<file path="src/hw/rtl/lsr_pkg.sv">
// ----------------------------------------------------------------------------
// lsr_pkg: shared types and constants of the light sensor reader
// Holds the configuration and pipeline word types, the fixed-point constants
// of the lux conversion and the small helpers for decimal digits.
// ----------------------------------------------------------------------------
package lsr_pkg;

    // Configuration register indexes
    localparam int unsigned CfgIndexW      = 8;
    localparam logic [CfgIndexW-1:0] CFG_SLAVE_ADDR = 8'd0;
    localparam logic [CfgIndexW-1:0] CFG_MODE_CMD   = 8'd1;
    localparam logic [CfgIndexW-1:0] CFG_WAIT_TICKS = 8'd2;
    localparam logic [CfgIndexW-1:0] CFG_GAP_TICKS  = 8'd3;
    localparam int unsigned CfgDataW       = 20;

    // Reset values of the registers
    localparam logic [7:0]  RST_SLAVE_ADDR = 8'h46;
    localparam logic [7:0]  RST_MODE_CMD   = 8'h10;
    localparam logic [19:0] RST_WAIT_TICKS = 20'd36000;
    localparam logic [19:0] RST_GAP_TICKS  = 20'd1000;

    localparam logic [7:0]  POWER_ON_CMD   = 8'h01;

    // lux = floor(raw * 5 / 6) = (raw * 5 * ceil(2^20 / 6)) >> 20, exact for 16-bit raw.
    localparam logic [19:0] LUX_MUL        = 20'd873815;
    // floor(x / 100) = (x * 83887) >> 23 for x below 2^16.
    localparam logic [16:0] DIV100_MUL     = 17'd83887;
    // floor(x / 100) = (x * 41) >> 12 for x below 1000.
    localparam logic [5:0]  DIV100_MUL_S   = 6'd41;
    // floor(x / 10) = (x * 205) >> 11 for x below 1024.
    localparam logic [7:0]  DIV10_MUL      = 8'd205;
    localparam logic [5:0]  ASCII_ZERO     = 6'd48;

    typedef struct packed {
        logic [7:0]  slave_write_address;
        logic [7:0]  mode_command;
        logic [19:0] conversion_wait_ticks;
        logic [19:0] cycle_gap_ticks;
    } t_cfg;

    // One bus tick as the sequencer leaves it.
    typedef struct packed {
        logic        scl;
        logic        sda_out;
        logic        sample_valid;
        logic [15:0] raw_level;
    } t_beat;

    // One finished result word; ascii[0] is the ten-thousands digit.
    typedef struct packed {
        logic            scl;
        logic            sda_out;
        logic            sample_valid;
        logic [15:0]     raw_level;
        logic [15:0]     lux;
        logic [4:0][5:0] ascii;
    } t_result;

    // Splits a value below 100 into its tens digit (upper nibble) and ones digit.
    function automatic logic [7:0] split_tens_ones(input logic [6:0] v);
        logic [14:0] prod;
        logic [3:0]  tens;
        logic [6:0]  ones;
        prod = 15'(v) * 15'(DIV10_MUL);
        tens = prod[14:11];
        ones = 7'(v - 7'(7'(tens) * 7'd10));
        return {tens, ones[3:0]};
    endfunction

    function automatic logic [5:0] to_ascii(input logic [3:0] d);
        return ASCII_ZERO + 6'(d);
    endfunction

endpackage

</file>
<file path="src/hw/rtl/lsr_bus_seq.sv">
// ----------------------------------------------------------------------------
// lsr_bus_seq: bus sequencer of the light sensor reader
// Steps one half-bit tick per accepted word: start, address and command bytes,
// two-byte read, stop and the idle phases, and latches the raw reading.
// ----------------------------------------------------------------------------
module lsr_bus_seq (
    input  logic          i_clk,
    input  logic          i_rst_n,
    input  logic          i_accept,
    input  logic          i_sda_in,
    input  lsr_pkg::t_cfg i_cfg,
    output lsr_pkg::t_beat o_beat
);

    typedef enum logic [2:0] {
        PH_START, PH_SEND, PH_SACK, PH_RECV, PH_MACK, PH_STOP, PH_WAIT, PH_GAP
    } t_phase;

    typedef enum logic [1:0] {
        TX_POWER, TX_MODE, TX_READ
    } t_txn;

    t_phase      r_phase, n_phase;
    t_txn        r_txn, n_txn;
    logic [19:0] r_tick, n_tick;
    logic [2:0]  r_bit, n_bit;
    logic        r_byte, n_byte;
    logic [7:0]  r_shift, n_shift;
    logic [7:0]  r_high, n_high;
    logic [15:0] r_raw, n_raw;
    logic        r_scl, n_scl;
    logic        r_sda, n_sda;
    logic        r_sv, n_sv;

    always_comb begin
        n_phase = r_phase;
        n_txn   = r_txn;
        n_tick  = r_tick;
        n_bit   = r_bit;
        n_byte  = r_byte;
        n_shift = r_shift;
        n_high  = r_high;
        n_raw   = r_raw;
        n_scl   = 1'b1;
        n_sda   = 1'b1;
        n_sv    = 1'b0;
        case (r_phase)
            PH_START: begin
                n_sda = (r_tick == 20'd0);
                if (r_tick == 20'd0) begin
                    n_tick = 20'd1;
                end else begin
                    n_phase = PH_SEND;
                    n_tick  = 20'd0;
                    n_bit   = 3'd0;
                    n_byte  = 1'b0;
                    n_shift = (r_txn == TX_READ) ? i_cfg.slave_write_address + 8'd1
                                                 : i_cfg.slave_write_address;
                end
            end
            PH_SEND: begin
                // Most significant bit goes out first.
                n_sda = r_shift[~r_bit];
                n_scl = r_tick[0];
                if (r_tick == 20'd0) begin
                    n_tick = 20'd1;
                end else begin
                    n_tick = 20'd0;
                    n_bit  = r_bit + 3'd1;
                    if (r_bit == 3'd7) begin
                        n_phase = PH_SACK;
                    end
                end
            end
            PH_SACK: begin
                n_scl = r_tick[0];
                if (r_tick == 20'd0) begin
                    n_tick = 20'd1;
                end else begin
                    n_tick = 20'd0;
                    if (!r_byte && r_txn == TX_READ) begin
                        n_phase = PH_RECV;
                        n_shift = 8'd0;
                        n_bit   = 3'd0;
                    end else if (!r_byte) begin
                        n_byte  = 1'b1;
                        n_phase = PH_SEND;
                        n_bit   = 3'd0;
                        n_shift = (r_txn == TX_POWER) ? lsr_pkg::POWER_ON_CMD
                                                      : i_cfg.mode_command;
                    end else begin
                        n_phase = PH_STOP;
                    end
                end
            end
            PH_RECV: begin
                n_scl = r_tick[0];
                if (r_tick == 20'd0) begin
                    n_tick = 20'd1;
                end else begin
                    n_tick  = 20'd0;
                    n_shift = {r_shift[6:0], i_sda_in};
                    n_bit   = r_bit + 3'd1;
                    if (r_bit == 3'd7) begin
                        n_phase = PH_MACK;
                        if (r_byte) begin
                            n_raw = {r_high, r_shift[6:0], i_sda_in};
                            n_sv  = 1'b1;
                        end
                    end
                end
            end
            PH_MACK: begin
                // Acknowledge the high byte, release the line after the low byte.
                n_sda = r_byte;
                n_scl = r_tick[0];
                if (r_tick == 20'd0) begin
                    n_tick = 20'd1;
                end else begin
                    n_tick = 20'd0;
                    if (!r_byte) begin
                        n_high  = r_shift;
                        n_byte  = 1'b1;
                        n_shift = 8'd0;
                        n_phase = PH_RECV;
                    end else begin
                        n_phase = PH_STOP;
                    end
                end
            end
            PH_STOP: begin
                n_scl = (r_tick != 20'd0);
                n_sda = (r_tick == 20'd2);
                if (r_tick < 20'd2) begin
                    n_tick = r_tick + 20'd1;
                end else begin
                    n_tick = 20'd0;
                    case (r_txn)
                        TX_POWER: begin
                            n_txn   = TX_MODE;
                            n_phase = PH_START;
                        end
                        TX_MODE: begin
                            if (i_cfg.conversion_wait_ticks == 20'd0) begin
                                n_txn   = TX_READ;
                                n_phase = PH_START;
                            end else begin
                                n_phase = PH_WAIT;
                            end
                        end
                        default: begin
                            if (i_cfg.cycle_gap_ticks == 20'd0) begin
                                n_txn   = TX_POWER;
                                n_phase = PH_START;
                            end else begin
                                n_phase = PH_GAP;
                            end
                        end
                    endcase
                end
            end
            PH_WAIT: begin
                n_tick = r_tick + 20'd1;
                if (n_tick >= i_cfg.conversion_wait_ticks) begin
                    n_txn   = TX_READ;
                    n_phase = PH_START;
                    n_tick  = 20'd0;
                end
            end
            PH_GAP: begin
                n_tick = r_tick + 20'd1;
                if (n_tick >= i_cfg.cycle_gap_ticks) begin
                    n_txn   = TX_POWER;
                    n_phase = PH_START;
                    n_tick  = 20'd0;
                end
            end
            default: begin
                n_txn   = TX_POWER;
                n_phase = PH_START;
                n_tick  = 20'd0;
                n_bit   = 3'd0;
                n_byte  = 1'b0;
            end
        endcase
    end

    always_ff @(posedge i_clk) begin
        if (!i_rst_n) begin
            r_phase <= PH_START;
            r_txn   <= TX_POWER;
            r_tick  <= 20'd0;
            r_bit   <= 3'd0;
            r_byte  <= 1'b0;
            r_shift <= 8'd0;
            r_high  <= 8'd0;
            r_raw   <= 16'd0;
            r_scl   <= 1'b1;
            r_sda   <= 1'b1;
            r_sv    <= 1'b0;
        end else if (i_accept) begin
            r_phase <= n_phase;
            r_txn   <= n_txn;
            r_tick  <= n_tick;
            r_bit   <= n_bit;
            r_byte  <= n_byte;
            r_shift <= n_shift;
            r_high  <= n_high;
            r_raw   <= n_raw;
            r_scl   <= n_scl;
            r_sda   <= n_sda;
            r_sv    <= n_sv;
        end
    end

    assign o_beat = '{scl: r_scl, sda_out: r_sda, sample_valid: r_sv, raw_level: r_raw};

endmodule

</file>
<file path="src/hw/rtl/lsr_lux_pipe.sv">
// ----------------------------------------------------------------------------
// lsr_lux_pipe: lux conversion and decimal digit pipeline
// Four register stages turn each tick's raw count into lux and five ASCII
// digits, using reciprocal multiplications instead of dividers.
// ----------------------------------------------------------------------------
module lsr_lux_pipe (
    input  logic             i_clk,
    input  logic             i_en,
    input  lsr_pkg::t_beat   i_beat,
    output lsr_pkg::t_result o_result
);

    lsr_pkg::t_beat  r_b1, r_b2, r_b3;
    logic [15:0]     r_lux1, r_lux2, r_lux3;
    logic [9:0]      r_q2, r_q3;
    logic [6:0]      r_rem3;
    logic [2:0]      r_top3;
    lsr_pkg::t_result r_res;

    logic [35:0] lux_prod;
    logic [32:0] q_prod;
    logic [15:0] q_scaled;
    logic [15:0] top_prod;
    logic [9:0]  top_scaled;
    logic [6:0]  mid;
    logic [7:0]  mid_digits, low_digits;

    assign lux_prod   = 36'(i_beat.raw_level) * 36'(lsr_pkg::LUX_MUL);
    assign q_prod     = 33'(r_lux1) * 33'(lsr_pkg::DIV100_MUL);
    assign q_scaled   = 16'(r_q2) * 16'd100;
    assign top_prod   = 16'(r_q2) * 16'(lsr_pkg::DIV100_MUL_S);
    // Thousands and hundreds come from the lux value divided by one hundred.
    assign top_scaled = 10'(r_top3) * 10'd100;
    assign mid        = 7'(r_q3 - top_scaled);
    assign mid_digits = lsr_pkg::split_tens_ones(mid);
    assign low_digits = lsr_pkg::split_tens_ones(r_rem3);

    always_ff @(posedge i_clk) begin
        if (i_en) begin
            r_b1   <= i_beat;
            r_lux1 <= lux_prod[35:20];

            r_b2   <= r_b1;
            r_lux2 <= r_lux1;
            r_q2   <= q_prod[32:23];

            r_b3   <= r_b2;
            r_lux3 <= r_lux2;
            r_q3   <= r_q2;
            r_rem3 <= 7'(r_lux2 - q_scaled);
            r_top3 <= top_prod[14:12];

            r_res.scl          <= r_b3.scl;
            r_res.sda_out      <= r_b3.sda_out;
            r_res.sample_valid <= r_b3.sample_valid;
            r_res.raw_level    <= r_b3.raw_level;
            r_res.lux          <= r_lux3;
            r_res.ascii[0]     <= lsr_pkg::to_ascii(4'(r_top3));
            r_res.ascii[1]     <= lsr_pkg::to_ascii(mid_digits[7:4]);
            r_res.ascii[2]     <= lsr_pkg::to_ascii(mid_digits[3:0]);
            r_res.ascii[3]     <= lsr_pkg::to_ascii(low_digits[7:4]);
            r_res.ascii[4]     <= lsr_pkg::to_ascii(low_digits[3:0]);
        end
    end

    assign o_result = r_res;

endmodule

</file>
<file path="src/hw/rtl/i2c_light_sensor_reader_top.sv">
// ----------------------------------------------------------------------------
// i2c_light_sensor_reader_top: bit-level bus master for a light sensor
// Throughput: one tick word per clock while no result word is held at the output.
// A result word is valid once its tick word has passed the sequencer register and then
// the four conversion stages; a held result word stalls both sides.
// Reset: synchronous, active low; bus at the start of the power-on write,
// registers at their defaults, pipeline emptied, no word taken while reset is held.
// ----------------------------------------------------------------------------
module i2c_light_sensor_reader_top (
    input  logic        i_clk,
    input  logic        i_rst_n,
    // Tick stream
    input  logic        i_s_axis_tvalid,
    output logic        o_s_axis_tready,
    input  logic [7:0]  i_s_axis_tdata,   // [0] sda_in, rest zero
    // Result stream
    output logic        o_m_axis_tvalid,
    input  logic        i_m_axis_tready,
    output logic [63:0] o_m_axis_tdata,   // scl, sda_out, raw_level, lux, ascii ten
                                          // thousands, thousands, hundreds, tens, ones
    output logic        o_m_axis_tuser,   // sample_valid
    // Configuration writes
    input  logic        i_cfg_valid,
    output logic        o_cfg_ready,
    input  logic [lsr_pkg::CfgIndexW-1:0] i_cfg_index,
    input  logic [lsr_pkg::CfgDataW-1:0]  i_cfg_data
);

    lsr_pkg::t_cfg    r_cfg;
    lsr_pkg::t_beat   beat;
    lsr_pkg::t_result result;
    logic [4:0]       r_vld;
    logic             en;
    logic             s_acc;

    // The whole pipeline moves unless a finished word is held at the output.
    assign en              = !r_vld[4] || i_m_axis_tready;
    assign o_s_axis_tready = en && i_rst_n;
    assign s_acc           = i_s_axis_tvalid && o_s_axis_tready;
    assign o_cfg_ready     = i_rst_n;

    always_ff @(posedge i_clk) begin
        if (!i_rst_n) begin
            r_cfg.slave_write_address   <= lsr_pkg::RST_SLAVE_ADDR;
            r_cfg.mode_command          <= lsr_pkg::RST_MODE_CMD;
            r_cfg.conversion_wait_ticks <= lsr_pkg::RST_WAIT_TICKS;
            r_cfg.cycle_gap_ticks       <= lsr_pkg::RST_GAP_TICKS;
        end else if (i_cfg_valid) begin
            case (i_cfg_index)
                lsr_pkg::CFG_SLAVE_ADDR: r_cfg.slave_write_address   <= i_cfg_data[7:0];
                lsr_pkg::CFG_MODE_CMD:   r_cfg.mode_command          <= i_cfg_data[7:0];
                lsr_pkg::CFG_WAIT_TICKS: r_cfg.conversion_wait_ticks <= i_cfg_data;
                lsr_pkg::CFG_GAP_TICKS:  r_cfg.cycle_gap_ticks       <= i_cfg_data;
                default: ;
            endcase
        end
    end

    always_ff @(posedge i_clk) begin
        if (!i_rst_n) begin
            r_vld <= 5'd0;
        end else if (en) begin
            r_vld <= {r_vld[3:0], i_s_axis_tvalid};
        end
    end

    lsr_bus_seq u_seq (
        .i_clk    (i_clk),
        .i_rst_n  (i_rst_n),
        .i_accept (s_acc),
        .i_sda_in (i_s_axis_tdata[0]),
        .i_cfg    (r_cfg),
        .o_beat   (beat)
    );

    lsr_lux_pipe u_pipe (
        .i_clk    (i_clk),
        .i_en     (en),
        .i_beat   (beat),
        .o_result (result)
    );

    assign o_m_axis_tvalid = r_vld[4];
    assign o_m_axis_tuser  = result.sample_valid;
    assign o_m_axis_tdata  = {result.ascii[4], result.ascii[3], result.ascii[2],
                              result.ascii[1], result.ascii[0], result.lux,
                              result.raw_level, result.sda_out, result.scl};

    a_acc_fills: assert property (@(posedge i_clk) disable iff (!i_rst_n)
        s_acc |=> r_vld[0])
        else $error("accepted tick word did not enter the pipeline");

    a_stall_holds: assert property (@(posedge i_clk) disable iff (!i_rst_n)
        !en |=> $stable(r_vld))
        else $error("pipeline moved while the output was stalled");

    a_advance: assert property (@(posedge i_clk) disable iff (!i_rst_n)
        en |=> (r_vld[4:1] == $past(r_vld[3:0])))
        else $error("pipeline valid bits did not advance together");

    a_latch_on_high: assert property (@(posedge i_clk) disable iff (!i_rst_n)
        (r_vld[0] && beat.sample_valid) |-> beat.scl)
        else $error("reading latched on a low clock tick");

endmodule
</file>
<file path="config.mk">
export PLATFORM = sky130hd
export DESIGN_NAME = i2c_light_sensor_reader_top
export DESIGN_NICKNAME = d
export VERILOG_FILES = /design/src/hw/rtl/lsr_pkg.sv /design/src/hw/rtl/lsr_bus_seq.sv /design/src/hw/rtl/lsr_lux_pipe.sv /design/src/hw/rtl/i2c_light_sensor_reader_top.sv
export SDC_FILE = /design/constraint.sdc
export NUM_CORES = 1
export LEC_CHECK = 0
export ABC_CLOCK_PERIOD_IN_PS = 9700
export BUFFER_PORTS_ARGS = -buffer_cell sky130_fd_sc_hd__buf_2
export CORE_MARGIN = 10
export CORE_UTILIZATION = 25
export CTS_BUF_LIST = sky130_fd_sc_hd__clkbuf_4
export DETAILED_ROUTE_END_ITERATION = 12
export GPL_TIMING_DRIVEN = 0
export MAX_ROUTING_LAYER = met4
export PLACE_DENSITY = 0.4
export SYNTH_ARGS = -nofsm -noshare
export SYNTH_HDL_FRONTEND = slang
export SYNTH_SLANG_ARGS = --single-unit
</file>
<file path="constraint.sdc">
create_clock -name i_clk -period 9.7 [get_ports i_clk]
set_input_delay 0.485 -clock i_clk [delete_from_list [all_inputs] [get_ports i_clk]]
set_output_delay 0.485 -clock i_clk [all_outputs]
set_load 0.1 [all_outputs]
</file>
# --- After elaboration in Yosys (flattened, before gate mapping) ---
# Cells that the tools add are included.
op_classes:
  magnitude_cmp: 4
  shift: 0
  mux: 58
  reduce_logical: 31
  n_eq_ne: 30
  n_addsub: 12
  mul: 9
  n_div: 0
  bitwise: 3
op_table:
  columns: ["op", "n"]
  rows:
  - ["20-bit one-hot mux with 4 select lines", 1]
  - ["8-bit 2-to-1 mux", 9]
  - ["20-bit logical NOT", 3]
  - ["20-bit 2-to-1 mux", 3]
  - ["3-bit 2-to-1 mux", 20]
  - ["20-bit >= comparator", 2]
  - ["16-bit by 20-bit multiplier with 36-bit output, second input constant", 1]
  - ["16-bit by 17-bit multiplier with 33-bit output, second input constant", 1]
  - ["8-bit one-hot mux with 4 select lines", 1]
  - ["7-bit by 8-bit multiplier with 15-bit output, second input constant", 2]
  - ["5-bit by 5-bit adder with 6-bit output, first input constant", 4]
  - ["3-bit one-hot mux with 8 select lines", 1]
  - ["20-bit by 1-bit adder with 20-bit output, second input constant", 1]
  - ["20-bit by 2-bit equality test with 1-bit output, second input constant", 1]
  - ["20-bit by 2-bit less-than comparator with 1-bit output, second input constant", 1]
  - ["20-bit nonzero test", 1]
  - ["2-bit != test, second input constant", 9]
  - ["8-bit by 2-bit equality test with 1-bit output, second input constant", 2]
  - ["3-bit equality test, second input constant", 5]
  - ["10-bit by 6-bit multiplier with 15-bit output, second input constant", 1]
  - ["7-bit subtractor", 2]
  - ["6-bit AND reduction", 2]
  - ["11-bit AND reduction", 1]
  - ["10-bit by 5-bit multiplier with 5-bit output, second input constant", 1]
  - ["other kinds (44)", 72]
totals:
  output_inout_bits: 68
  input_bits: 41
  ram_bits: 0
  mem_count: 0
  rom_bits: 0
  latchBits: 0
  regBits: 322

# --- Depth between registers and ports, before layout ---
logic_depth:
  ltp_word: 6
  mapped_depth: 24
  ltp_nobuf: 24

# --- By module ---
# A second synthesis with hierarchy kept.
unflattened:
  cells_unflattened: 2310
  area_unflattened_um2: 25361.8
by_module_without_submodules:
  columns: ["mod", "n_inst", "seq_area_each_um2", "cells_each", "area_each_um2"]
  rows:
  - ["lsr_lux_pipe", 1, 5495.3, 1501, 18318.8]
  - ["lsr_bus_seq", 1, 1281.2, 564, 4575.6]
  - ["i2c_light_sensor_reader_top", 1, 1221.2, 245, 2467.4]

# --- Worst setup path before layout ---
# No wires, ideal clock.
synth_timing:
  kind: "flip-flop to flip-flop"
  startpoint: "register r_vld[4]"
  endpoint: "register u_seq.r_shift[4]"
  path_stages_with_launch: 9
  arrival_time_ps: 7056
  setup_time_ps: 116
  period_less_slack_ps: 7173
  slack_ps: 2527
  path_cell_list: "dfxtp_1 -> nor2b_1 -> inv_1 -> and2_1 -> nand2_1 -> nor4_1 -> clkbuf_1 -> nand2_1 -> o211a_1"
synth_between:
  elab_chain_len: 5
synth_lines:
  columns: ["element", "line_no", "source"]
  rows:
  - ["start: declaration", "i2c_light_sensor_reader_top.sv:32", "logic [4:0] r_vld;"]
  - ["start signal: assignment", "i2c_light_sensor_reader_top.sv:63", "r_vld <= {r_vld[3:0], i_s_axis_tvalid};"]
  - ["1-bit logical NOT", "i2c_light_sensor_reader_top.sv:37", "assign en = !r_vld[4] || i_m_axis_tready;"]
  - ["1-bit logical OR", "i2c_light_sensor_reader_top.sv:37", null]
  - ["1-bit logical AND", "i2c_light_sensor_reader_top.sv:38", "assign o_s_axis_tready = en && i_rst_n;"]
  - ["net o_s_axis_tready", "i2c_light_sensor_reader_top.sv:14", "output logic o_s_axis_tready,"]
  - ["1-bit logical AND", "i2c_light_sensor_reader_top.sv:39", "assign s_acc = i_s_axis_tvalid && o_s_axis_tready;"]
  - ["8-bit AND reduction (no line)", null, null]
  - ["end signal: assignment", "lsr_bus_seq.sv:207", "r_shift <= n_shift;"]
  - ["end: declaration", "lsr_bus_seq.sv:28", "logic [7:0] r_shift, n_shift;"]
# The timed path passes the listed nets, and every way through them passes these cells.
# A chain may end at the register's enable or synchronous reset.

# --- Worst setup path in the final report ---
layout_timing:
  startpoint: "register u_pipe.r_lux1[9]"
  endpoint: "register u_pipe.r_q2[2], data pin"
layout_between:
  elab_chain_len: 1
layout_lines:
  columns: ["element", "line_no", "source"]
  rows:
  - ["start: declaration", "lsr_lux_pipe.sv:14", "logic [15:0] r_lux1, r_lux2, r_lux3;"]
  - ["start signal: assignment", "lsr_lux_pipe.sv:41", "r_lux1 <= lux_prod[35:20];"]
  - ["16-bit by 17-bit multiplier with 33-bit output", "lsr_lux_pipe.sv:29", "assign q_prod = 33'(r_lux1) * 33'(lsr_pkg::DIV100_MUL);"]
  - ["net u_pipe.q_prod[25]", "lsr_lux_pipe.sv:21", "logic [32:0] q_prod;"]
  - ["end signal: assignment", "lsr_lux_pipe.sv:45", "r_q2 <= q_prod[32:23];"]
  - ["end: declaration", "lsr_lux_pipe.sv:15", "logic [9:0] r_q2, r_q3;"]
# The timed path passes the listed nets, and every way through them passes these cells.

==> results.ini <==
[run_status]
status=finished clean

[critical_path]
r2r_start=u_pipe.r_lux1[9]$_DFFE_PN_
crit_path_max_incr_delay_ns=0.70
path_delay_family=adder cells
ff2ff_setup_slack_ns=3.19
crit_fanout=7
cp-start-kind=flop
r2r-end=u_pipe.r_q2[2]$_DFFE_PN_
crit_chain=fa_1 -> inv_1 -> fa_1 -> inv_1 -> fa_1 -> fa_1 -> inv_1 -> fa_1 -> inv_1 -> fa_1 -> ha_1 -> a21oi_1 -> nand2_1 -> a21o_1 -> or4_1 -> a211o_1 -> a31oi_1 -> o21bai_1 -> xor2_1
critPathKind=reg -> reg
arrival_ns=7.11
crit_path_frequent_cell=fa_1
critPathBufInv=4
required_ns=10.30
cpMaxStageDelayCell=edfxtp_1
r2r_cells=19
cp-end-kind=flop

[drt]
drt_iter0_drc=728
via_count=16700
wl_per_cell_microns=15.8
viasPerCell=4.33
drc=0
first_pass_iters=6
routed_wl_mm=61.2
drtAntennaViolNets=0

[sta]
final_max_slew_viol_count=0
rsz0062_at_grt=false
min_period_over_period_pct=67.1
max_freq_ghz=0.154
fin_crit_ns=6.51
slew_headroom_pct=25.7
hold_viol=0
worst_slew_pin_slew_ns=1.10
setup_viol_count_final=0
tns_ns=0
skew_ns=0.0928

[clocking]
numCtsBuffers=94
htree_num_levels=3
clock_path_buffers=3
clk_pin_slew_worst_paths_ns=0.06
cts_resized=0
root_buffer=clkbuf_4
cts_tree=built
cts_hold_buf=25
post-cts-setup-buffers=0
clkLatencyLatePin_ns=0.94
cts_sinks=308

[synth]
synth-edff-count=183
async_flop_share_pct=0
synth_ff_type=edfxtp_1
avgSynthCellArea_sq_um=11.0
ys_seq_area_share_pct=32.1
ys_warn_count=0
synthCells=2276
ys_ff_latch=308
mappedNetlistArea_sq_um=24900
synth.distinct_cells=74

[global_routing]
grt_max_degree=116
gr-total-overflow=0
grt_pass1_vias=17900
grt_pass1_wl_mm=99.0
gr-usage-all-layers_pct=11.5
antenna_found_initial=3

[job]
drv_cap=0

[cells_and_area]
nets=3181
syn2layout_area_growth_pct=14.4
layout.cells.non_filler=3859
post-route-cell-area_sq_um=28500
fin_util_pct=28.9
drive_gt1_share_pct=11.2

[min_path]
min_from=i_cfg_index[1]
whs_path_depth=5
hold_end=r_cfg[12]$_SDFFE_PN0P_
hold_class=in -> reg

[die]
row_count=115
die_x_microns=336
dieArea_sq_um=113000
initial_core_util_pct=25.3
boundaryPins=109
die_y_microns=336
core_sq_um=98700

[pwr]
peakVddDrop_v=0.0000841
leakage_nw=14.6
cellPowerDensity_nw_per_um2=123

[place]
gp_congestion=0.861
dp_cells=3662
place_area_sq_um=27100
numPortBuffers=89
dpl.hpwl_mm=49.2

synthesized netlist by cell type (13+ instances only):
library cell  number  area, sq um
inv_1            455         1710
ha_1             419         5240
fa_1             225         4500
edfxtp_1         183         5500
nand2_1          153          574
dfxtp_1          125         2500
xnor2_1           58          508
nor2_1            55          206
a21oi_1           51          255
a21boi_0          47          353
nand3_1           42          210
nor2b_1           41          257
mux2i_1           39          390
o21ai_0           38          190
clkbuf_1          32          120
o211ai_1          32          240
a21o_1            25          188
xor2_1            25          219
nor3_1            23          115
nor4_1            18          113
buf_4             15          113
and3_1            14         87.6
nand4_1           13         81.3
layout make-up:
| cell class | count | area (sq um) |
|---|---|---|
| diodes | 3 | 7.51 |
| clock inverters | 36 | 218 |
| clock buffers | 133 | 998 |
| well taps | 1287 | 1610 |
| repair buffers | 115 | 723 |
| multi-input cells | 1464 | 15000 |
| fillers | 10400 | 70200 |
| inverters | 455 | 1720 |
| flip-flops and latches | 308 | 8000 |
| plain buffers | 58 | 293 |
per-layer routing:
metal / wire, microns / vias up / global-route usage [%]
li1: - / 8156 / -
met3: 2600 / 106 / 2.35
met4: 1450 / 0 / 3.60
met1: 29500 / 8153 / 14.9
met2: 27600 / 284 / 17.8
met5: 0 / - / -
power breakdown:
part	internal, W	switching [W]
sequential	0.00145	0.0000362
combinational	0.000207	0.000498
clock	0.000688	0.000623
how the worst max path moves through the flow:
stage / endpoint / start / slack (ns) / depth (start not counted)
finish: u_pipe.r_q2[2]$_DFFE_PN_ / u_pipe.r_lux1[9]$_DFFE_PN_ / 3.19 / 19
global route: u_pipe.r_q2[9]$_DFFE_PN_ / u_pipe.r_lux1[9]$_DFFE_PN_ / 2.81 / 19
CTS: u_pipe.r_q2[9]$_DFFE_PN_ / u_pipe.r_lux1[15]$_DFFE_PN_ / 3.12 / 19
detailed placement: u_pipe.r_q2[9]$_DFFE_PN_ / u_pipe.r_lux1[15]$_DFFE_PN_ / 3.17 / 19
global placement: u_seq.r_shift[6]$_SDFFE_PN0P_ / i_m_axis_tready / 0.92 / 9
floorplan: u_seq.r_shift[4]$_SDFFE_PN0P_ / r_vld[4]$_SDFFE_PN0N_ / 2.53 / 8
state kept, by name (all words and copies together), names as in the netlist, 3 cells and up:
signal	flops
u_pipe.o_result	53
u_pipe.r_b2	19
u_pipe.r_rem3	7
u_pipe.r_q3	7
u_pipe.r_q2	10
u_pipe.r_b1	19
r_vld	5
u_seq.r_high	8
u_seq.r_phase	3
u_seq.r_raw	16
u_seq.r_bit	3
u_pipe.r_lux3	14
u_pipe.r_lux1	16
u_seq.r_shift	8
r_cfg	56
u_pipe.r_lux2	16
u_pipe.r_b3	19
u_pipe.r_top3	3
u_seq.r_tick	20
stage by stage:
stage | hold WS [ns] | worst slack, ns | power [W]
floorplan | 0.400 | 2.53 | 0.00207
global placement | 0.402 | 0.920 | 0.00222
detailed placement | 0.405 | 3.17 | 0.00222
CTS | 0.0315 | 3.12 | 0.00360
global route | 0.0852 | 2.81 | 0.00376
finish | 0.166 | 3.19 | 0.00350
worst min-delay path: stages:
cell	delay, ns
buf_2	0.12
and3_1	0.13
buf_2	0.17
nand2_1	0.08
a21boi_0	0.06
logic make-up after synthesis:
| kind of cell | share of synthesized area (%) |
|---|---|
| xor+xnor | 3.01 |
| simple gates | 7.89 |
| mux | 1.79 |
| fa+ha+maj | 39.1 |
| buf+inv | 8.03 |
| other cells | 0.0301 |
| flops | 32.1 |
| compound gates | 8.07 |
cells in the final DEF, fill, tap and decap left out, types with 24 or more instances in the layout:
cell type / Yosys / layout
inv_1: 455 / 454
ha_1: 419 / 419
fa_1: 225 / 225
edfxtp_1: 183 / 183
nand2_1: 153 / 153
clkbuf_4: 0 / 133
dfxtp_1: 125 / 125
buf_2: 9 / 98
xnor2_1: 58 / 58
nor2_1: 55 / 55
a21oi_1: 51 / 51
a21boi_0: 47 / 47
nand3_1: 42 / 42
nor2b_1: 41 / 41
mux2i_1: 39 / 39
o21ai_0: 38 / 38
clkbuf_1: 32 / 32
o211ai_1: 32 / 32
xor2_1: 25 / 25
a21o_1: 25 / 25
dlygate4sd3_1: 0 / 25
clkinv_1: 0 / 24
Note: power is estimated with default switching activity, not from simulation.
